==> config.mk <==
export PLATFORM = sky130hd
export DESIGN_NAME = i2c_master_transaction_sequencer_top_flat
export DESIGN_NICKNAME = d
export VERILOG_FILES = /design/src/rtl/core/i2c_seq_pkg.sv /design/src/rtl/core/i2c_seq_in_if.sv /design/src/rtl/core/i2c_seq_out_if.sv /design/src/rtl/core/i2c_master_transaction_sequencer_top.sv /design/src/flat_wrapper.sv
export SDC_FILE = /design/constraint.sdc
export NUM_CORES = 1
export LEC_CHECK = 0
export BUFFER_PORTS_ARGS = -buffer_cell sky130_fd_sc_hd__buf_2
export CAP_MARGIN = 20
export CORE_UTILIZATION = 40
export DETAILED_ROUTE_END_ITERATION = 10
export PLACE_DENSITY = 0.69
export SLEW_MARGIN = 20
export SYNTH_ARGS = -nofsm -noshare
export SYNTH_HDL_FRONTEND = slang
export SYNTH_SLANG_ARGS = --single-unit
==> constraint.sdc <==
create_clock -name clk -period 6.1 [get_ports clk]
set_input_delay 0.915 -clock clk [delete_from_list [all_inputs] [get_ports clk]]
set_output_delay 0.915 -clock clk [all_outputs]
set_load 0.01 [all_outputs]
==> src/rtl/core/i2c_seq_pkg.sv <==
package i2c_seq_pkg;

    // Bus phases of the sequencer
    typedef enum logic [4:0] {
        ST_IDLE = 5'd0,
        ST_PREP = 5'd1,
        ST_S1   = 5'd2,
        ST_S2   = 5'd3,
        ST_S3   = 5'd4,
        ST_WLO  = 5'd5,
        ST_WHI  = 5'd6,
        ST_WLO2 = 5'd7,
        ST_A1   = 5'd8,
        ST_A2   = 5'd9,
        ST_A3   = 5'd10,
        ST_RLO  = 5'd11,
        ST_RHI  = 5'd12,
        ST_N1   = 5'd13,
        ST_N2   = 5'd14,
        ST_N3   = 5'd15,
        ST_P1   = 5'd16,
        ST_P2   = 5'd17,
        ST_P3   = 5'd18
    } seq_state_t;

    typedef enum logic [1:0] {
        REQ_NONE       = 2'd0,
        REQ_READ       = 2'd1,
        REQ_REG_WRITE  = 2'd2,
        REQ_BYTE_WRITE = 2'd3
    } req_kind_t;

    // Which byte of the transaction is on the bus
    typedef enum logic [1:0] {
        BYTE_ADDR  = 2'd0,
        BYTE_REG   = 2'd1,
        BYTE_THIRD = 2'd2
    } byte_sel_t;

    typedef struct packed {
        logic       scl_pull_low;
        logic       sda_pull_low;
        logic       busy_res;
        logic       done_res;
        logic [7:0] read_data;
        logic       nack;
        logic       rejected;
    } result_t;

    localparam logic [15:0] PHASE_TICKS_RESET = 16'd100;
    localparam logic [7:0]  ABORT_DATA        = 8'hff;
    localparam logic [3:0]  BITS_PER_BYTE     = 4'd8;

    function automatic logic scl_of(input seq_state_t st);
        logic r;
        case (st)
            ST_S3, ST_WLO, ST_WLO2, ST_A1, ST_A3, ST_RLO, ST_N1, ST_N3, ST_P1:
                r = 1'b1;
            default:
                r = 1'b0;
        endcase
        return r;
    endfunction

    function automatic logic sda_of(input seq_state_t st);
        logic r;
        case (st)
            ST_S2, ST_S3, ST_P1, ST_P2:
                r = 1'b1;
            default:
                r = 1'b0;
        endcase
        return r;
    endfunction

endpackage

==> src/rtl/core/i2c_seq_in_if.sv <==
interface i2c_seq_in_if;
    logic       valid;
    logic       ready;
    logic [1:0] req_type;
    logic [6:0] dev_addr;
    logic [7:0] reg_addr;
    logic [7:0] wr_data;
    logic       sda_in;

    modport source (output valid, req_type, dev_addr, reg_addr, wr_data, sda_in,
                    input ready);
    modport sink   (input valid, req_type, dev_addr, reg_addr, wr_data, sda_in,
                    output ready);
endinterface

==> src/rtl/core/i2c_seq_out_if.sv <==
interface i2c_seq_out_if;
    logic       valid;
    logic       ready;
    logic       scl_pull_low;
    logic       sda_pull_low;
    logic       busy_res;
    logic       done_res;
    logic [7:0] read_data;
    logic       nack;
    logic       rejected;

    modport source (output valid, scl_pull_low, sda_pull_low, busy_res, done_res,
                    read_data, nack, rejected,
                    input ready);
    modport sink   (input valid, scl_pull_low, sda_pull_low, busy_res, done_res,
                    read_data, nack, rejected,
                    output ready);
endinterface

==> src/rtl/core/i2c_master_transaction_sequencer_top.sv <==
// Channel   Dir  Words                                         Handshake
// req_ch    in   req_type, dev_addr, reg_addr, wr_data, sda_in  valid/ready
// res_ch    out  scl/sda pulls, busy, done, read_data, nack,   valid/ready
//                rejected
// cfg       in   phase_ticks (16 bit)                           cfg_we, no ready
//
// Every accepted word is one bus tick and yields exactly one result word.
// A word is taken every cycle while req_ch.ready is high; its result is registered as the word is taken.
// Results land in an output register backed by a one-word skid stage, so a
// new word is still accepted while one result waits; req_ch.ready drops
// only when both are full. Reset (rst_n low, async) returns to idle with
// phase_ticks = 100 and empty output buffers.
module i2c_master_transaction_sequencer_top #(
    parameter int PHASE_COUNT_BITS = 16
) (
    input  logic                 clk,
    input  logic                 rst_n,
    input  logic                 cfg_we,
    input  logic [15:0]          cfg_wdata,
    i2c_seq_in_if.sink           req_ch,
    i2c_seq_out_if.source        res_ch
);

    // Compare width: large enough for both the 16-bit register and the cap
    localparam int LW = ((PHASE_COUNT_BITS > 16) ? PHASE_COUNT_BITS : 16) + 1;
    localparam logic [LW-1:0] CAP = LW'(1) << PHASE_COUNT_BITS;

    // Configuration
    logic [15:0] phase_ticks_reg;

    // Sequencer state
    i2c_seq_pkg::seq_state_t    state_reg, state_next;
    logic [PHASE_COUNT_BITS-1:0] count_reg, count_next;
    logic [3:0]                  bit_reg, bit_next;
    logic [7:0]                  shift_reg, shift_next;
    i2c_seq_pkg::byte_sel_t     byte_reg, byte_next;
    logic                        nack_reg, nack_next;
    i2c_seq_pkg::req_kind_t     kind_reg, kind_next;
    logic [6:0]                  dev_reg, dev_next;
    logic [7:0]                  rega_reg, rega_next;
    logic [7:0]                  data_reg, data_next;

    // Output buffering
    i2c_seq_pkg::result_t main_reg, skid_reg, res_now;
    logic                  main_v_reg, skid_v_reg;

    logic accept, pop;
    logic is_idle, start;
    i2c_seq_pkg::req_kind_t req_k;

    // Effective values for this tick (latched on a starting request)
    i2c_seq_pkg::seq_state_t st;
    logic [PHASE_COUNT_BITS-1:0] cnt;
    logic [3:0]  bit_e;
    logic [7:0]  shift_e;
    i2c_seq_pkg::byte_sel_t byte_e;
    logic        nack_e;
    i2c_seq_pkg::req_kind_t kind_e;
    logic [6:0]  dev_e;
    logic [7:0]  rega_e, data_e;

    logic [LW-1:0] len_raw, len, cnt_inc;
    logic          last;
    logic [7:0]    shift_smp;
    logic          nack_smp;
    logic [3:0]    bit_inc;
    logic          done;

    assign accept = req_ch.valid && req_ch.ready;
    assign pop    = main_v_reg && res_ch.ready;
    assign req_ch.ready = !skid_v_reg;

    assign req_k   = i2c_seq_pkg::req_kind_t'(req_ch.req_type);
    assign is_idle = (state_reg == i2c_seq_pkg::ST_IDLE);
    assign start   = is_idle && (req_k != i2c_seq_pkg::REQ_NONE);

    always_comb
    begin
        st      = start ? i2c_seq_pkg::ST_PREP : state_reg;
        cnt     = start ? '0 : count_reg;
        bit_e   = start ? 4'd0 : bit_reg;
        shift_e = start ? 8'd0 : shift_reg;
        byte_e  = start ? i2c_seq_pkg::BYTE_ADDR : byte_reg;
        nack_e  = start ? 1'b0 : nack_reg;
        kind_e  = start ? req_k : kind_reg;
        dev_e   = start ? req_ch.dev_addr : dev_reg;
        rega_e  = start ? req_ch.reg_addr : rega_reg;
        data_e  = start ? req_ch.wr_data  : data_reg;
    end

    // Phase length: zero acts as one, saturates at the counter range
    always_comb
    begin
        len_raw = (phase_ticks_reg == 16'd0) ? LW'(1) : LW'(phase_ticks_reg);
        len     = (len_raw > CAP) ? CAP : len_raw;
        cnt_inc = LW'(cnt) + LW'(1);
        last    = (cnt_inc >= len);
    end

    // Sampling: read bits on first high tick, ACK on last high tick
    always_comb
    begin
        shift_smp = shift_e;
        if (st == i2c_seq_pkg::ST_RHI && cnt == '0)
            shift_smp = {shift_e[6:0], req_ch.sda_in};
        nack_smp = nack_e;
        if (st == i2c_seq_pkg::ST_A2 && last)
            nack_smp = nack_e | req_ch.sda_in;
        bit_inc = bit_e + 4'd1;
    end

    // Next-state logic
    always_comb
    begin
        state_next = st;
        count_next = last ? '0 : cnt_inc[PHASE_COUNT_BITS-1:0];
        bit_next   = bit_e;
        shift_next = shift_smp;
        byte_next  = byte_e;
        nack_next  = nack_smp;
        kind_next  = kind_e;
        dev_next   = dev_e;
        rega_next  = rega_e;
        data_next  = data_e;
        done       = 1'b0;
        if (last)
        begin
            case (st)
                i2c_seq_pkg::ST_PREP: state_next = i2c_seq_pkg::ST_S1;
                i2c_seq_pkg::ST_S1:   state_next = i2c_seq_pkg::ST_S2;
                i2c_seq_pkg::ST_S2:   state_next = i2c_seq_pkg::ST_S3;
                i2c_seq_pkg::ST_S3:
                begin
                    shift_next = {dev_e, (byte_e == i2c_seq_pkg::BYTE_THIRD)};
                    bit_next   = 4'd0;
                    state_next = i2c_seq_pkg::ST_WLO;
                end
                i2c_seq_pkg::ST_WLO:  state_next = i2c_seq_pkg::ST_WHI;
                i2c_seq_pkg::ST_WHI:  state_next = i2c_seq_pkg::ST_WLO2;
                i2c_seq_pkg::ST_WLO2:
                begin
                    shift_next = {shift_smp[6:0], 1'b0};
                    bit_next   = bit_inc;
                    state_next = (bit_inc >= i2c_seq_pkg::BITS_PER_BYTE) ?
                                 i2c_seq_pkg::ST_A1 : i2c_seq_pkg::ST_WLO;
                end
                i2c_seq_pkg::ST_A1:   state_next = i2c_seq_pkg::ST_A2;
                i2c_seq_pkg::ST_A2:   state_next = i2c_seq_pkg::ST_A3;
                i2c_seq_pkg::ST_A3:
                begin
                    case (kind_e)
                        i2c_seq_pkg::REQ_READ:
                        begin
                            if (nack_smp)
                            begin
                                // abort: report all ones
                                shift_next = i2c_seq_pkg::ABORT_DATA;
                                state_next = i2c_seq_pkg::ST_P1;
                            end
                            else if (byte_e == i2c_seq_pkg::BYTE_ADDR)
                            begin
                                byte_next  = i2c_seq_pkg::BYTE_REG;
                                shift_next = rega_e;
                                bit_next   = 4'd0;
                                state_next = i2c_seq_pkg::ST_WLO;
                            end
                            else if (byte_e == i2c_seq_pkg::BYTE_REG)
                            begin
                                // repeated START, then address+R
                                byte_next  = i2c_seq_pkg::BYTE_THIRD;
                                state_next = i2c_seq_pkg::ST_S1;
                            end
                            else
                            begin
                                shift_next = 8'd0;
                                bit_next   = 4'd0;
                                state_next = i2c_seq_pkg::ST_RLO;
                            end
                        end
                        i2c_seq_pkg::REQ_REG_WRITE:
                        begin
                            if (byte_e == i2c_seq_pkg::BYTE_ADDR)
                            begin
                                byte_next  = i2c_seq_pkg::BYTE_REG;
                                shift_next = rega_e;
                                bit_next   = 4'd0;
                                state_next = i2c_seq_pkg::ST_WLO;
                            end
                            else if (byte_e == i2c_seq_pkg::BYTE_REG)
                            begin
                                byte_next  = i2c_seq_pkg::BYTE_THIRD;
                                shift_next = data_e;
                                bit_next   = 4'd0;
                                state_next = i2c_seq_pkg::ST_WLO;
                            end
                            else
                                state_next = i2c_seq_pkg::ST_P1;
                        end
                        default:
                        begin
                            if (byte_e == i2c_seq_pkg::BYTE_ADDR)
                            begin
                                byte_next  = i2c_seq_pkg::BYTE_REG;
                                shift_next = data_e;
                                bit_next   = 4'd0;
                                state_next = i2c_seq_pkg::ST_WLO;
                            end
                            else
                                state_next = i2c_seq_pkg::ST_P1;
                        end
                    endcase
                end
                i2c_seq_pkg::ST_RLO:  state_next = i2c_seq_pkg::ST_RHI;
                i2c_seq_pkg::ST_RHI:
                begin
                    bit_next   = bit_inc;
                    state_next = (bit_inc >= i2c_seq_pkg::BITS_PER_BYTE) ?
                                 i2c_seq_pkg::ST_N1 : i2c_seq_pkg::ST_RLO;
                end
                i2c_seq_pkg::ST_N1:   state_next = i2c_seq_pkg::ST_N2;
                i2c_seq_pkg::ST_N2:   state_next = i2c_seq_pkg::ST_N3;
                i2c_seq_pkg::ST_N3:   state_next = i2c_seq_pkg::ST_P1;
                i2c_seq_pkg::ST_P1:   state_next = i2c_seq_pkg::ST_P2;
                i2c_seq_pkg::ST_P2:   state_next = i2c_seq_pkg::ST_P3;
                i2c_seq_pkg::ST_P3:
                begin
                    state_next = i2c_seq_pkg::ST_IDLE;
                    done       = 1'b1;
                end
                default: state_next = i2c_seq_pkg::ST_IDLE;
            endcase
        end
    end

    // Result word for this tick
    always_comb
    begin
        res_now = '0;
        if (!is_idle || start)
        begin
            res_now.scl_pull_low = i2c_seq_pkg::scl_of(st);
            if (st == i2c_seq_pkg::ST_WLO || st == i2c_seq_pkg::ST_WHI ||
                st == i2c_seq_pkg::ST_WLO2)
                res_now.sda_pull_low = ~shift_e[7];
            else
                res_now.sda_pull_low = i2c_seq_pkg::sda_of(st);
            res_now.busy_res = 1'b1;
            res_now.rejected = !is_idle && (req_k != i2c_seq_pkg::REQ_NONE);
            if (done)
            begin
                res_now.done_res  = 1'b1;
                res_now.read_data = (kind_e == i2c_seq_pkg::REQ_READ) ? shift_next : 8'd0;
                res_now.nack      = nack_smp;
            end
        end
    end

    // Configuration register
    always_ff @(posedge clk or negedge rst_n)
    begin
        if (!rst_n)
            phase_ticks_reg <= i2c_seq_pkg::PHASE_TICKS_RESET;
        else if (cfg_we)
            phase_ticks_reg <= cfg_wdata;
    end

    // Sequencer state; idle ticks with no request leave it untouched
    always_ff @(posedge clk or negedge rst_n)
    begin
        if (!rst_n)
        begin
            state_reg <= i2c_seq_pkg::ST_IDLE;
            count_reg <= '0;
            bit_reg   <= 4'd0;
            shift_reg <= 8'd0;
            byte_reg  <= i2c_seq_pkg::BYTE_ADDR;
            nack_reg  <= 1'b0;
            kind_reg  <= i2c_seq_pkg::REQ_NONE;
            dev_reg   <= 7'd0;
            rega_reg  <= 8'd0;
            data_reg  <= 8'd0;
        end
        else if (accept && (!is_idle || start))
        begin
            state_reg <= state_next;
            count_reg <= count_next;
            bit_reg   <= bit_next;
            shift_reg <= shift_next;
            byte_reg  <= byte_next;
            nack_reg  <= nack_next;
            kind_reg  <= kind_next;
            dev_reg   <= dev_next;
            rega_reg  <= rega_next;
            data_reg  <= data_next;
        end
    end

    // Output register plus skid word
    always_ff @(posedge clk or negedge rst_n)
    begin
        if (!rst_n)
        begin
            main_v_reg <= 1'b0;
            skid_v_reg <= 1'b0;
        end
        else if (!main_v_reg || pop)
        begin
            if (skid_v_reg)
            begin
                main_v_reg <= 1'b1;
                skid_v_reg <= 1'b0;
            end
            else
                main_v_reg <= accept;
        end
        else if (accept)
            skid_v_reg <= 1'b1;
    end

    always_ff @(posedge clk)
    begin
        if (!main_v_reg || pop)
        begin
            if (skid_v_reg)
                main_reg <= skid_reg;
            else if (accept)
                main_reg <= res_now;
        end
        else if (accept)
            skid_reg <= res_now;
    end

    assign res_ch.valid        = main_v_reg;
    assign res_ch.scl_pull_low = main_reg.scl_pull_low;
    assign res_ch.sda_pull_low = main_reg.sda_pull_low;
    assign res_ch.busy_res     = main_reg.busy_res;
    assign res_ch.done_res     = main_reg.done_res;
    assign res_ch.read_data    = main_reg.read_data;
    assign res_ch.nack         = main_reg.nack;
    assign res_ch.rejected     = main_reg.rejected;

endmodule

==> src/flat_wrapper.sv <==
// flat-port wrapper written by rule: the top's interface ports become plain ports
module i2c_master_transaction_sequencer_top_flat 
#(
    parameter int PHASE_COUNT_BITS = 16
)
  (clk, rst_n, cfg_we, cfg_wdata, req_ch_valid, req_ch_req_type, req_ch_dev_addr, req_ch_reg_addr, req_ch_wr_data, req_ch_sda_in, req_ch_ready, res_ch_valid, res_ch_scl_pull_low, res_ch_sda_pull_low, res_ch_busy_res, res_ch_done_res, res_ch_read_data, res_ch_nack, res_ch_rejected, res_ch_ready);
  i2c_seq_in_if req_ch_i ();
  i2c_seq_out_if res_ch_i ();
  input  logic clk;
  input  logic rst_n;
  input  logic cfg_we;
  input  logic [15:0] cfg_wdata;
  input wire logic [$bits(req_ch_i.valid)-1:0] req_ch_valid;
  input wire logic [$bits(req_ch_i.req_type)-1:0] req_ch_req_type;
  input wire logic [$bits(req_ch_i.dev_addr)-1:0] req_ch_dev_addr;
  input wire logic [$bits(req_ch_i.reg_addr)-1:0] req_ch_reg_addr;
  input wire logic [$bits(req_ch_i.wr_data)-1:0] req_ch_wr_data;
  input wire logic [$bits(req_ch_i.sda_in)-1:0] req_ch_sda_in;
  output wire logic [$bits(req_ch_i.ready)-1:0] req_ch_ready;
  output wire logic [$bits(res_ch_i.valid)-1:0] res_ch_valid;
  output wire logic [$bits(res_ch_i.scl_pull_low)-1:0] res_ch_scl_pull_low;
  output wire logic [$bits(res_ch_i.sda_pull_low)-1:0] res_ch_sda_pull_low;
  output wire logic [$bits(res_ch_i.busy_res)-1:0] res_ch_busy_res;
  output wire logic [$bits(res_ch_i.done_res)-1:0] res_ch_done_res;
  output wire logic [$bits(res_ch_i.read_data)-1:0] res_ch_read_data;
  output wire logic [$bits(res_ch_i.nack)-1:0] res_ch_nack;
  output wire logic [$bits(res_ch_i.rejected)-1:0] res_ch_rejected;
  input wire logic [$bits(res_ch_i.ready)-1:0] res_ch_ready;
  assign req_ch_i.valid = req_ch_valid;
  assign req_ch_i.req_type = req_ch_req_type;
  assign req_ch_i.dev_addr = req_ch_dev_addr;
  assign req_ch_i.reg_addr = req_ch_reg_addr;
  assign req_ch_i.wr_data = req_ch_wr_data;
  assign req_ch_i.sda_in = req_ch_sda_in;
  assign req_ch_ready = req_ch_i.ready;
  assign res_ch_valid = res_ch_i.valid;
  assign res_ch_scl_pull_low = res_ch_i.scl_pull_low;
  assign res_ch_sda_pull_low = res_ch_i.sda_pull_low;
  assign res_ch_busy_res = res_ch_i.busy_res;
  assign res_ch_done_res = res_ch_i.done_res;
  assign res_ch_read_data = res_ch_i.read_data;
  assign res_ch_nack = res_ch_i.nack;
  assign res_ch_rejected = res_ch_i.rejected;
  assign res_ch_i.ready = res_ch_ready;
  i2c_master_transaction_sequencer_top #(.PHASE_COUNT_BITS(PHASE_COUNT_BITS)) u_core (.clk(clk), .rst_n(rst_n), .cfg_we(cfg_we), .cfg_wdata(cfg_wdata), .req_ch(req_ch_i), .res_ch(res_ch_i));
endmodule
After elaboration in Yosys (flattened, before gate mapping)
Memories as Yosys holds them, arrays and structs flattened.
Cells that the tools add are included.
Word-level totals
  register bits: 107
  ROM bits: 32
  input port bits: 47
  word-level logic and storage cells: 146
  memories: 1
Memory list
  (name not given): depth 32, bits a word 1, rd ports 1, clocked after memory_dff 0, write ports 0, RTL line i2c_seq_pkg.sv:56  | case (st)
Cells by class
  add/sub/neg operators: 2
  magnitude comparators: 3
  equality and inequality tests: 22
  multiplexer cells: 63
  bitwise logic cells: 3
  reductions and logical operators: 25
Operator list (count)
  $mux 8: 12
  $pmux 5 s17: 1
  $mux 16: 3
  $mux 14: 3
  $eq 5x4->1 const B: 8
  $mux 4: 10
  $mux 5: 7
  $logic_not 16->1: 2
  $pmux 8 s3: 1
  $eq 5x3->1 const B: 4
  $add 16x1->17 const B: 1
  $ge 17x17->1: 1
  $gt 17x17->1 const B: 1
  $mux 17: 1
  $mux 2: 8
  $pmux 8 s2: 1
  $eq 5x5->1 const B: 3
  $pmux 4 s3: 1
  $eq 5x2->1 const B: 2
  $mux 10: 1
  $pmux 5 s2: 1
  $mux 1: 9
  $pmux 4 s2: 1
  $logic_and 1x1->1: 7
  other kinds (18): 29

Depth between registers and ports, before layout
Gate-level depths: netlist (run 1).
  word-level depth: 17
  depth in mapped cells: 26
  gate-level depth less buffers: 20

Worst setup path before layout (run 1)
Ideal clock, no wire load.
  kind: input to register
  start: in req_ch_req_type[1]
  end: reg u_core.main_reg, in the netlist u_core.res_ch.read_data[6], data pin
  setup time: 0.268 ns
  arrival: 4.839 ns
  required time: 5.832 ns
  path slack: 0.992 ns
  stages: 24
  cells stage by stage: nor2_1 -> or3_1 -> buf_6 -> clkbuf_1 -> nand2_1 -> inv_1 -> ha_1 -> and4_1 -> nand3_1 -> nor2_1 -> nand3_1 -> xor2_1 -> nor2_1 -> ha_1 -> nand4_1 -> nor4_1 -> a211o_1 -> a211o_1 -> buf_2 -> nand4_1 -> inv_1 -> nand2_1 -> buf_2 -> o31ai_1
Between the ends
  cells in the longest elaborated chain, start to end: 17
Ends and longest elaborated chain
  from (decl): RTL line flat_wrapper.sv:14  | input wire logic [$bits(req_ch_i.req_type)-1:0] req_ch_req_type;
  branches (longest 14 deep; another with $add 16x1->17)
  $mux 14 *: RTL line i2c_master_transaction_sequencer_top.sv:239  | if (!is_idle || start)
  $mux 14 *: RTL line i2c_master_transaction_sequencer_top.sv:326  | else if (accept)
  $mux 14 *: RTL line i2c_master_transaction_sequencer_top.sv:324  | if (skid_v_reg)
  to (signal assigned): RTL line i2c_master_transaction_sequencer_top.sv:325  | main_reg <= skid_reg;
  to (signal assigned): RTL line i2c_master_transaction_sequencer_top.sv:327  | main_reg <= res_now;
  to (decl): RTL line i2c_master_transaction_sequencer_top.sv:44  | i2c_seq_pkg::result_t main_reg, skid_reg, res_now;
Every way passes the cells marked *. The select of a mux whose other input is x is not followed.
A chain may end at the register's enable or synchronous reset.

Final worst setup path (run 1)
  start: reg u_core.state_reg[0]
  end: reg u_core.main_reg, in the netlist u_core.res_ch.read_data[3], data pin
Between the ends
  cells in the longest elaborated chain, start to end: 17
Ends and longest elaborated chain
  from (decl): RTL line i2c_master_transaction_sequencer_top.sv:32  | i2c_seq_pkg::seq_state_t state_reg, state_next;
  from (signal assigned): RTL line i2c_master_transaction_sequencer_top.sv:272  | state_reg <= i2c_seq_pkg::ST_IDLE;
  from (signal assigned): RTL line i2c_master_transaction_sequencer_top.sv:285  | state_reg <= state_next;
  branches (longest 14 deep; another with $add 16x1->17)
  $mux 14 *: RTL line i2c_master_transaction_sequencer_top.sv:239
  $mux 14 *: RTL line i2c_master_transaction_sequencer_top.sv:326
  $mux 14 *: RTL line i2c_master_transaction_sequencer_top.sv:324
Marked as above.

==> run metrics, run 1 <==
CP peak stage delay 510 ps; initial core utilization 0.411; drt via density 5.64; Max Fclk 184 MHz; first-pass iteration count of the detailed router 5; Synth Area in Compound Gates 0.180; post-synthesis cell area 6520 µm²; leakage power 3.03 nW; antenna violations before repair 0; Tightest Pin Transition 955 ps; unrepaired setup endpoints after global routing no; Distinct cells, synth 61; skew final 9.50 ps; GRT Total Usage 0.203; worst path cell trace buf_4 > or3_1 > or3_1 > and2_1 > ha_1 > and4_1 > nand3_1 > nor2_1 > nand3_1 > xor2_1 > nor2_1 > ha_1 > nand4_1 > nor4_1 > a211o_1 > a211o_1 > nand4_1 > inv_1 > nand2_1 > o31ai_1; Final setup viols 0; Worst Path Arrival 5610 ps; largest family of logic cells by synthesized area simple AND/OR/NAND/NOR gates; max_slew headroom 0.361; placed wire-length estimate 11400 µm; run status finished clean; total power 2.29 mW; crit path to u_core.res_ch.read_data[3]$_DFFE_PP_; Synth Register Bits 107; YS warnings 0; H-tree lvl count 3; GP Congestion 0.854; number of diodes 0; ANT nets after route 0; max_cap viols 0; R2R cell count 20; top cells by area, synth dfrtp_1 (29%), edfxtp_1 (13%), nor2_1 (5.5%); Root Buffer clkbuf_16; Mean Syn Cell Area 9.15 µm²; Area Overhead vs Synth 12.6%; Post-Synth Simple-Gate Area 0.193; CP max FO 21; Crit. End Element flip-flop; reg2reg setup slack 680 ps; adder-cell share of the synthesized area 0.0460; final hold viol count 0; total wire length 15900 µm; Syn Inst Count 713; First DRT Iteration DRCs 457; GRT Residual Overflow 0; reg-to-reg endpoint u_core.res_ch.read_data[3]$_DFFE_PP_; Final Max Tran Viols 0; ys async rst share 0.738; share of cells above drive strength 1 0.168; worst r2r src u_core.state_reg[0]$_DFFE_PN0P_; instance count on the critical path 20; CTS tree built; post-placement cell count 962; core area 15900 µm²; Die Y 130 µm; Num CTS Buffers 9; vias in the first global route 5158; fin util 0.462; critical path buffer and inverter count 2; Post-synth top cells nor2_1 (96), nand2_1 (87), dfrtp_1 (76), o21ai_0 (40), clkbuf_1 (33); Cell Rows 46; Clock Tree Buf Depth 2; minimum clock period 5420 ps; # clock sinks 107; DR WL/cell 16.3 µm; Largest delay share family, worst path simple AND/OR/NAND/NOR gates; worst skew pair latency 360 ps; Worst Setup Start Kind flip-flop; XOR/XNOR Fraction of Synth Area 0.0188; post-cts sizing count 0; fin crit share 0.889; maximum vdd drop 0.138 mV; sequential area share after synthesis 0.433; die area 16800 µm²; Critical Path RT 6290 ps; largest net degree at the start of global routing 80; first-pass GRT wire length 26700 µm; fillers 1540; final setup TNS 0 ps; hold crit path type reg2reg; non-filler cells, final 978; Synth top area share 0.292; syn nets 784; cell taking the most area after synthesis dfrtp_1; Post-synth EDFFs 28; Crit. Startpoint u_core.state_reg[0]$_DFFE_PN0P_; io pins 63; FF/Latch Area 2820 µm²; mux contribution to synthesized area 0.0873; Multi-input gate area 3440 µm²; Main synth FF type dfrtp_1; cell at the slowest stage of the critical path or3_1; Post-CTS Hold Buffers 0; critical setup path kind reg2reg; via count 5516; DRC 0; Post-CTS Setup Bufs 0; most numerous cell in the Yosys netlist nor2_1; clock-pin slew on the worst setup and hold paths 70 ps; PwrDens 312 nW/µm²; Port Buffers 62; Die X 130 µm; nets 828
[placed cells by master, fill, tap and decap left out, types with 8 or more instances in the layout]
cell and n:
nor2_1 94, nand2_1 87, dfrtp_1 76, buf_2 61
o21ai_0 40, edfxtp_1 28, mux2_2 27, inv_1 26
o31ai_1 25, mux2i_1 25, ha_1 24, a21oi_1 21
nand3_1 20, buf_4 13, nand2b_1 11, xor2_1 9
nor3_1 9, nand4_1 9, o22ai_1 9, clkbuf_16 9
nor4_1 8, a22oi_1 8, a221oi_1 8, o41ai_1 8
[kinds of logic (layout without fill, tap and decap cells)]
| logic type | Yosys count | after routing |
|---|---|---|
| AO/OA/AOI/OAI | 171 | 171 |
| XOR/XNOR | 14 | 14 |
| buffers and inverters | 69 | 118 |
| flip-flops | 107 | 107 |
| adder cells (fa/ha/maj) | 24 | 24 |
| AND/OR/NAND/NOR | 275 | 275 |
| multiplexers | 53 | 53 |
[power by group]
| group | internal, mW | switching (mW) | leakage [nW] | total (mW) |
|---|---|---|---|---|
| combinational | 0.284 | 0.430 | 1.64 | 0.714 |
| clock | 0.324 | 0.276 | 0.147 | 0.600 |
| sequential | 0.879 | 0.0982 | 1.24 | 0.977 |
| total | 1.49 | 0.804 | 3.03 | 2.29 |
[how the worst min path moves through the flow]
stage | start | endpoint | cells after the start
finish | u_core.dev_reg[6]$_DFFE_PN0P_ | u_core.dev_reg[6]$_DFFE_PN0P_ | 1
global route | u_core.data_reg[6]$_DFFE_PN0P_ | u_core.data_reg[6]$_DFFE_PN0P_ | 1
CTS | u_core.count_reg[0]$_DFFE_PN0P_ | u_core.count_reg[0]$_DFFE_PN0P_ | 2
detailed placement | u_core.count_reg[0]$_DFFE_PN0P_ | u_core.count_reg[0]$_DFFE_PN0P_ | 2
global placement | u_core.dev_reg[6]$_DFFE_PN0P_ | u_core.dev_reg[6]$_DFFE_PN0P_ | 1
floorplan | u_core.count_reg[1]$_DFFE_PN0P_ | u_core.count_reg[1]$_DFFE_PN0P_ | 2
[metrics by stage]
stage | area, µm² | hold slack, ps | setup WS (ps)
after floorplan | 6520 | 456 | 992
after global placement | 7040 | 487 | 637
after detailed placement | 7040 | 491 | 611
after CTS | 7340 | 507 | 735
after global routing | 7340 | 524 | 248
final | 7340 | 508 | 680
[metal layers]
| metal | share of wire | track usage | vias to the layer above |
|---|---|---|---|
| met5 | 0 | 0 | - |
| met4 | 0.013 | 0.0568 | 0 |
| met3 | 0.064 | 0.0394 | 21 |
| met2 | 0.46 | 0.318 | 186 |
| met1 | 0.47 | 0.287 | 2622 |
| li1 | - | - | 2687 |
[final cells by class]
cell class,count,area share
clock buffer,10,0.0312
sequential,107,0.384
tap,216,0.0368
timing repair buffer,75,0.0564
inverter,27,0.0138
multi-input combinational,537,0.468
clock inverter,6,0.00971
Power figures use the tool's default switching activity.
==> run 2, diff against run 1 <==
--- a/config.mk
+++ b/config.mk
@@ -8,6 +8,7 @@
 export BUFFER_PORTS_ARGS = -buffer_cell sky130_fd_sc_hd__buf_2
 export CAP_MARGIN = 20
 export CORE_UTILIZATION = 40
+export CTS_BUF_LIST = sky130_fd_sc_hd__clkbuf_8
 export DETAILED_ROUTE_END_ITERATION = 10
 export PLACE_DENSITY = 0.69
 export SLEW_MARGIN = 20
==> run 2 against run 1 <==
Net effect: critical path depth stayed put; fmax is 1.5% higher; via count down 0.24%; largest cell class unchanged; largest power group unchanged; highest routed layer unchanged.
==> run metrics, run 2 (same netlist as run 1, synthesis figures left out) <==
hold crit path type reg2reg; ANT nets after route 0; total wire length 15800 µm; H-tree lvl count 3; leakage power 2.99 nW; most frequent cells in the layout nor2_1 (94), nand2_1 (87), dfrtp_1 (76); initial core utilization 0.411; Cell Int Power 1.36 mW; Critical Path RT 6320 ps; Post-CTS Setup Bufs 0; maximum vdd drop 0.137 mV; die area 16800 µm²; non-filler cells, final 978; Hold Slack 513 ps; unrepaired setup endpoints after global routing no; antenna violations before repair 0; Port Buffers 62; GRT Total Usage 0.202; PwrDens 296 nW/µm²; drt via density 5.63; GP Congestion 0.854; core area 15900 µm²; fin crit share 0.876; Worst Setup Start Kind flip-flop; final setup TNS 0 ps; fillers 1557; # clock sinks 107; nets 828; Num CTS Buffers 9; Worst Path Arrival 5560 ps; P_sw 787 µW; clock-pin slew on the worst setup and hold paths 100 ps; commonest non-fill, non-tap cell in the layout nor2_1; Tightest Pin Transition 955 ps; placed cell area 7040 µm²; final hold viol count 0; CP max FO 21; vias in the first global route 5129; logic gate share of total power 0.334; io pins 63; critical setup path kind reg2reg; minimum clock period 5340 ps; Max Fclk 187 MHz; post-cts sizing count 0; total power 2.14 mW; run status finished clean; Final setup viols 0; DR WL/cell 16.2 µm; post-route setup slack 759 ps; Crit. End Element flip-flop; Cell Rows 46; first-pass GRT wire length 26500 µm; Area Overhead vs Synth 11.0%; Clock Tree Buf Depth 2; worst slack at placement 611 ps; Die X 130 µm; Post-CTS Hold Buffers 0; First DRT Iteration DRCs 420; CTS tree built; Clock Power Share 0.211; Root Buffer clkbuf_8; placed wire-length estimate 11400 µm; max_slew headroom 0.361; Die Y 130 µm; fin util 0.456; largest net degree at the start of global routing 80; share of cells above drive strength 1 0.168; GRT Residual Overflow 0; via count 5503; sequential power share 0.455; max_cap viols 0; post-placement cell count 962; Design Area, Final 7240 µm²; Final Max Tran Viols 0; first-pass iteration count of the detailed router 7; Sw Ratio 0.367; number of diodes 0; DRC 0; skew final 9.40 ps; worst skew pair latency 390 ps
run 2: changes by cell type in the layout (fill, tap and decap cells not counted), sizes merged:
cell    before  now
clkbuf      10    9
inv         29   30
run 2: final cells by class:
cell class	instances	area, µm²	share of cell area
clock buffers	9	124	0.0171
clock inverters	7	75.1	0.0104
inverters	27	101	0.0140
multi-input cells	537	3440	0.474
flip-flops and latches	107	2820	0.390
well taps	216	270	0.0373
repair buffers	75	414	0.0572
run 2: worst paths after layout:
| path | from | to | slack [ps] | cells past startpoint |
|---|---|---|---|---|
| hold reg to reg | u_core.data_reg[1]$_DFFE_PN0P_ | u_core.data_reg[1]$_DFFE_PN0P_ | 510 | 1 |
| setup / recovery | u_core.state_reg[0]$_DFFE_PN0P_ | u_core.res_ch.read_data[1]$_DFFE_PP_ | 760 | 20 |
| hold / removal | u_core.data_reg[1]$_DFFE_PN0P_ | u_core.data_reg[1]$_DFFE_PN0P_ | 510 | 1 |
| setup reg to reg | u_core.state_reg[0]$_DFFE_PN0P_ | u_core.res_ch.read_data[1]$_DFFE_PP_ | 760 | 20 |
| max in group asynchronous | rst_n | u_core.skid_v_reg$_DFFE_PN0P_ | 5020 | 1 |
| min in group asynchronous | rst_n | u_core.kind_reg[0]$_DFFE_PN0P_ | 570 | 1 |
run 2: worst max-delay path, stage by stage, from the launching register on:
cell,delay (ps)
dfrtp_1,380
buf_4,200
or3_1,510
or3_1,390
and2_1,190
ha_1,250
and4_1,230
nand3_1,140
nor2_1,90
nand3_1,100
xor2_1,200
nor2_1,70
ha_1,310
nand4_1,150
nor4_1,310
a211o_1,170
a211o_1,430
nand4_1,270
inv_1,120
nand2_1,320
o31ai_1,340
run 2: routing by layer:
layer | up-vias | GRT usage | routed length, µm
met5 | - | 0 | 0
met4 | 0 | 0.0588 | 215
met3 | 23 | 0.0369 | 1040
met2 | 215 | 0.315 | 7170
met1 | 2583 | 0.286 | 7380
li1 | 2682 | - | -
run 2: power by group through the flow:
stage	combinational, mW	clock [mW]	sequential [mW]
final	0.715	0.451	0.976
after CTS	0.708	0.468	0.975
after global routing	0.794	0.498	0.994
after floorplan	0.517	0	0.961
after detailed placement	0.708	0	0.988
after global placement	0.692	0	0.985
==> run 3, diff against run 2 <==
--- a/config.mk
+++ b/config.mk
@@ -11,6 +11,7 @@
 export CTS_BUF_LIST = sky130_fd_sc_hd__clkbuf_8
 export DETAILED_ROUTE_END_ITERATION = 10
 export PLACE_DENSITY = 0.69
+export REMOVE_ABC_BUFFERS = 1
 export SLEW_MARGIN = 20
 export SYNTH_ARGS = -nofsm -noshare
 export SYNTH_HDL_FRONTEND = slang
==> run 3 against run 2 <==
Net effect: critical path type unchanged; global-route usage hardly changed; first-iteration DRC count is 30% higher; clock power is 0.9% higher; sequential cell count stayed put; largest power group unchanged; non-clock buffer count is 2 lower; clock skew is 3.5 ps higher; register-to-register slack worse by 20 ps; cell area is 0.10% lower; critical path depth is 2 lower.
==> run metrics, run 3 (same netlist as run 1, synthesis figures left out) <==
run status finished clean; post-route setup slack 741 ps; Root Buffer clkbuf_8; Post-CTS Setup Bufs 0; Worst Path Arrival 5660 ps; instance count on the critical path 18; vias in the first global route 5000; Critical Path RT 6400 ps; drt via density 5.66; most frequent cells in the layout nor2_1 (94), nand2_1 (87), dfrtp_1 (76); post-placement cell count 960; post-cts sizing count 0; critical setup path kind reg2reg; R2R cell count 18; cell at the slowest stage of the critical path nor3_1; nets 826; first-pass iteration count of the detailed router 5; die area 16800 µm²; PwrDens 299 nW/µm²; fin util 0.455; Crit. Startpoint u_core.state_reg[3]$_DFFE_PN0P_; Die X 130 µm; Clock Tree Buf Depth 2; CTS tree built; GP Congestion 0.892; Tightest Pin Transition 1060 ps; WHS Path Cells 1; H-tree lvl count 3; ANT nets after route 0; Port Buffers 62; worst skew pair latency 400 ps; reg-to-reg endpoint u_core.shift_reg[1]$_DFFE_PN0P_; Final Max Tran Viols 0; Num CTS Buffers 9; Max Fclk 187 MHz; number of diodes 0; DRC 0; final hold viol count 0; CP max FO 17; final setup TNS 0 ps; maximum vdd drop 0.168 mV; minimum clock period 5360 ps; critical path buffer and inverter count 0; crit path to u_core.shift_reg[1]$_DFFE_PN0P_; Largest delay share family, worst path simple AND/OR/NAND/NOR gates; CP peak stage delay 840 ps; Final setup viols 0; worst slack at placement 681 ps; fin crit share 0.879; largest net degree at the start of global routing 80; reg2reg setup slack 740 ps; antenna violations before repair 0; unrepaired setup endpoints after global routing no; leakage power 2.97 nW; first-pass GRT wire length 26100 µm; Area Overhead vs Synth 10.9%; placed wire-length estimate 11700 µm; io pins 63; hold crit path type reg2reg; non-filler cells, final 976; Post-CTS Hold Buffers 0; First DRT Iteration DRCs 547; max_slew headroom 0.287; worst r2r src u_core.state_reg[3]$_DFFE_PN0P_; core area 15900 µm²; worst path cell trace or2_2 > or3_1 > and2_1 > ha_1 > and4_1 > nand3_1 > nor2_1 > nand3_1 > xor2_1 > nor2_1 > ha_1 > nand4_1 > nor4_1 > a211o_1 > a2111oi_0 > nor3_1 > o31ai_1 > a221oi_1; GRT Residual Overflow 0; skew final 12.9 ps; initial core utilization 0.411; Die Y 130 µm; # clock sinks 107; total wire length 16100 µm; Cell Rows 46; DR WL/cell 16.5 µm; placed cell area 7030 µm²; Worst Setup Start Kind flip-flop; via count 5528; share of cells above drive strength 1 0.168; GRT Total Usage 0.201; clock-pin slew on the worst setup and hold paths 110 ps; Hold Slack 509 ps; Crit. End Element flip-flop; Design Area, Final 7230 µm²; max_cap viols 0; commonest non-fill, non-tap cell in the layout nor2_1; total power 2.16 mW
run 3: worst reg2reg max path, stage by stage, from the launching register on:
cell and delay, ps:
dfrtp_1 560, or2_2 450, or3_1 470, and2_1 220
ha_1 240, and4_1 220, nand3_1 150, nor2_1 90
nand3_1 100, xor2_1 210, nor2_1 70, ha_1 310
nand4_1 160, nor4_1 320, a211o_1 160, a2111oi_0 140
nor3_1 840, o31ai_1 250, a221oi_1 310
run 3: worst min path at each step:
stage / from / endpoint / slack [ps]
floorplan: u_core.count_reg[1]$_DFFE_PN0P_ / u_core.count_reg[1]$_DFFE_PN0P_ / 460
global placement: u_core.byte_reg[0]$_DFFE_PN0P_ / u_core.byte_reg[0]$_DFFE_PN0P_ / 490
detailed placement: u_core.count_reg[1]$_DFFE_PN0P_ / u_core.count_reg[1]$_DFFE_PN0P_ / 490
CTS: u_core.count_reg[1]$_DFFE_PN0P_ / u_core.count_reg[1]$_DFFE_PN0P_ / 520
global route: u_core.dev_reg[6]$_DFFE_PN0P_ / u_core.dev_reg[6]$_DFFE_PN0P_ / 530
finish: u_core.dev_reg[6]$_DFFE_PN0P_ / u_core.dev_reg[6]$_DFFE_PN0P_ / 510
run 3: final cells by class:
type | count | area (µm²)
Fill cell | 1580 | 8650
Multi-Input combinational cell | 537 | 3440
Sequential cell | 107 | 2820
Timing Repair Buffer | 73 | 399
Tap cell | 216 | 270
Clock buffer | 9 | 124
Inverter | 27 | 101
Clock inverter | 7 | 76.3
run 3: routing by layer:
metal | wire length [µm] | global-route usage
met1 | 7930 | 0.307
met2 | 6540 | 0.272
met3 | 1130 | 0.0406
met4 | 472 | 0.0896
met5 | 0 | 0
run 3: where the power goes:
part / switching (mW) / internal [mW] / leakage [nW] / total (mW)
sequential: 0.104 / 0.878 / 1.24 / 0.982
clock: 0.262 / 0.193 / 0.0967 / 0.455
combinational: 0.440 / 0.285 / 1.63 / 0.725
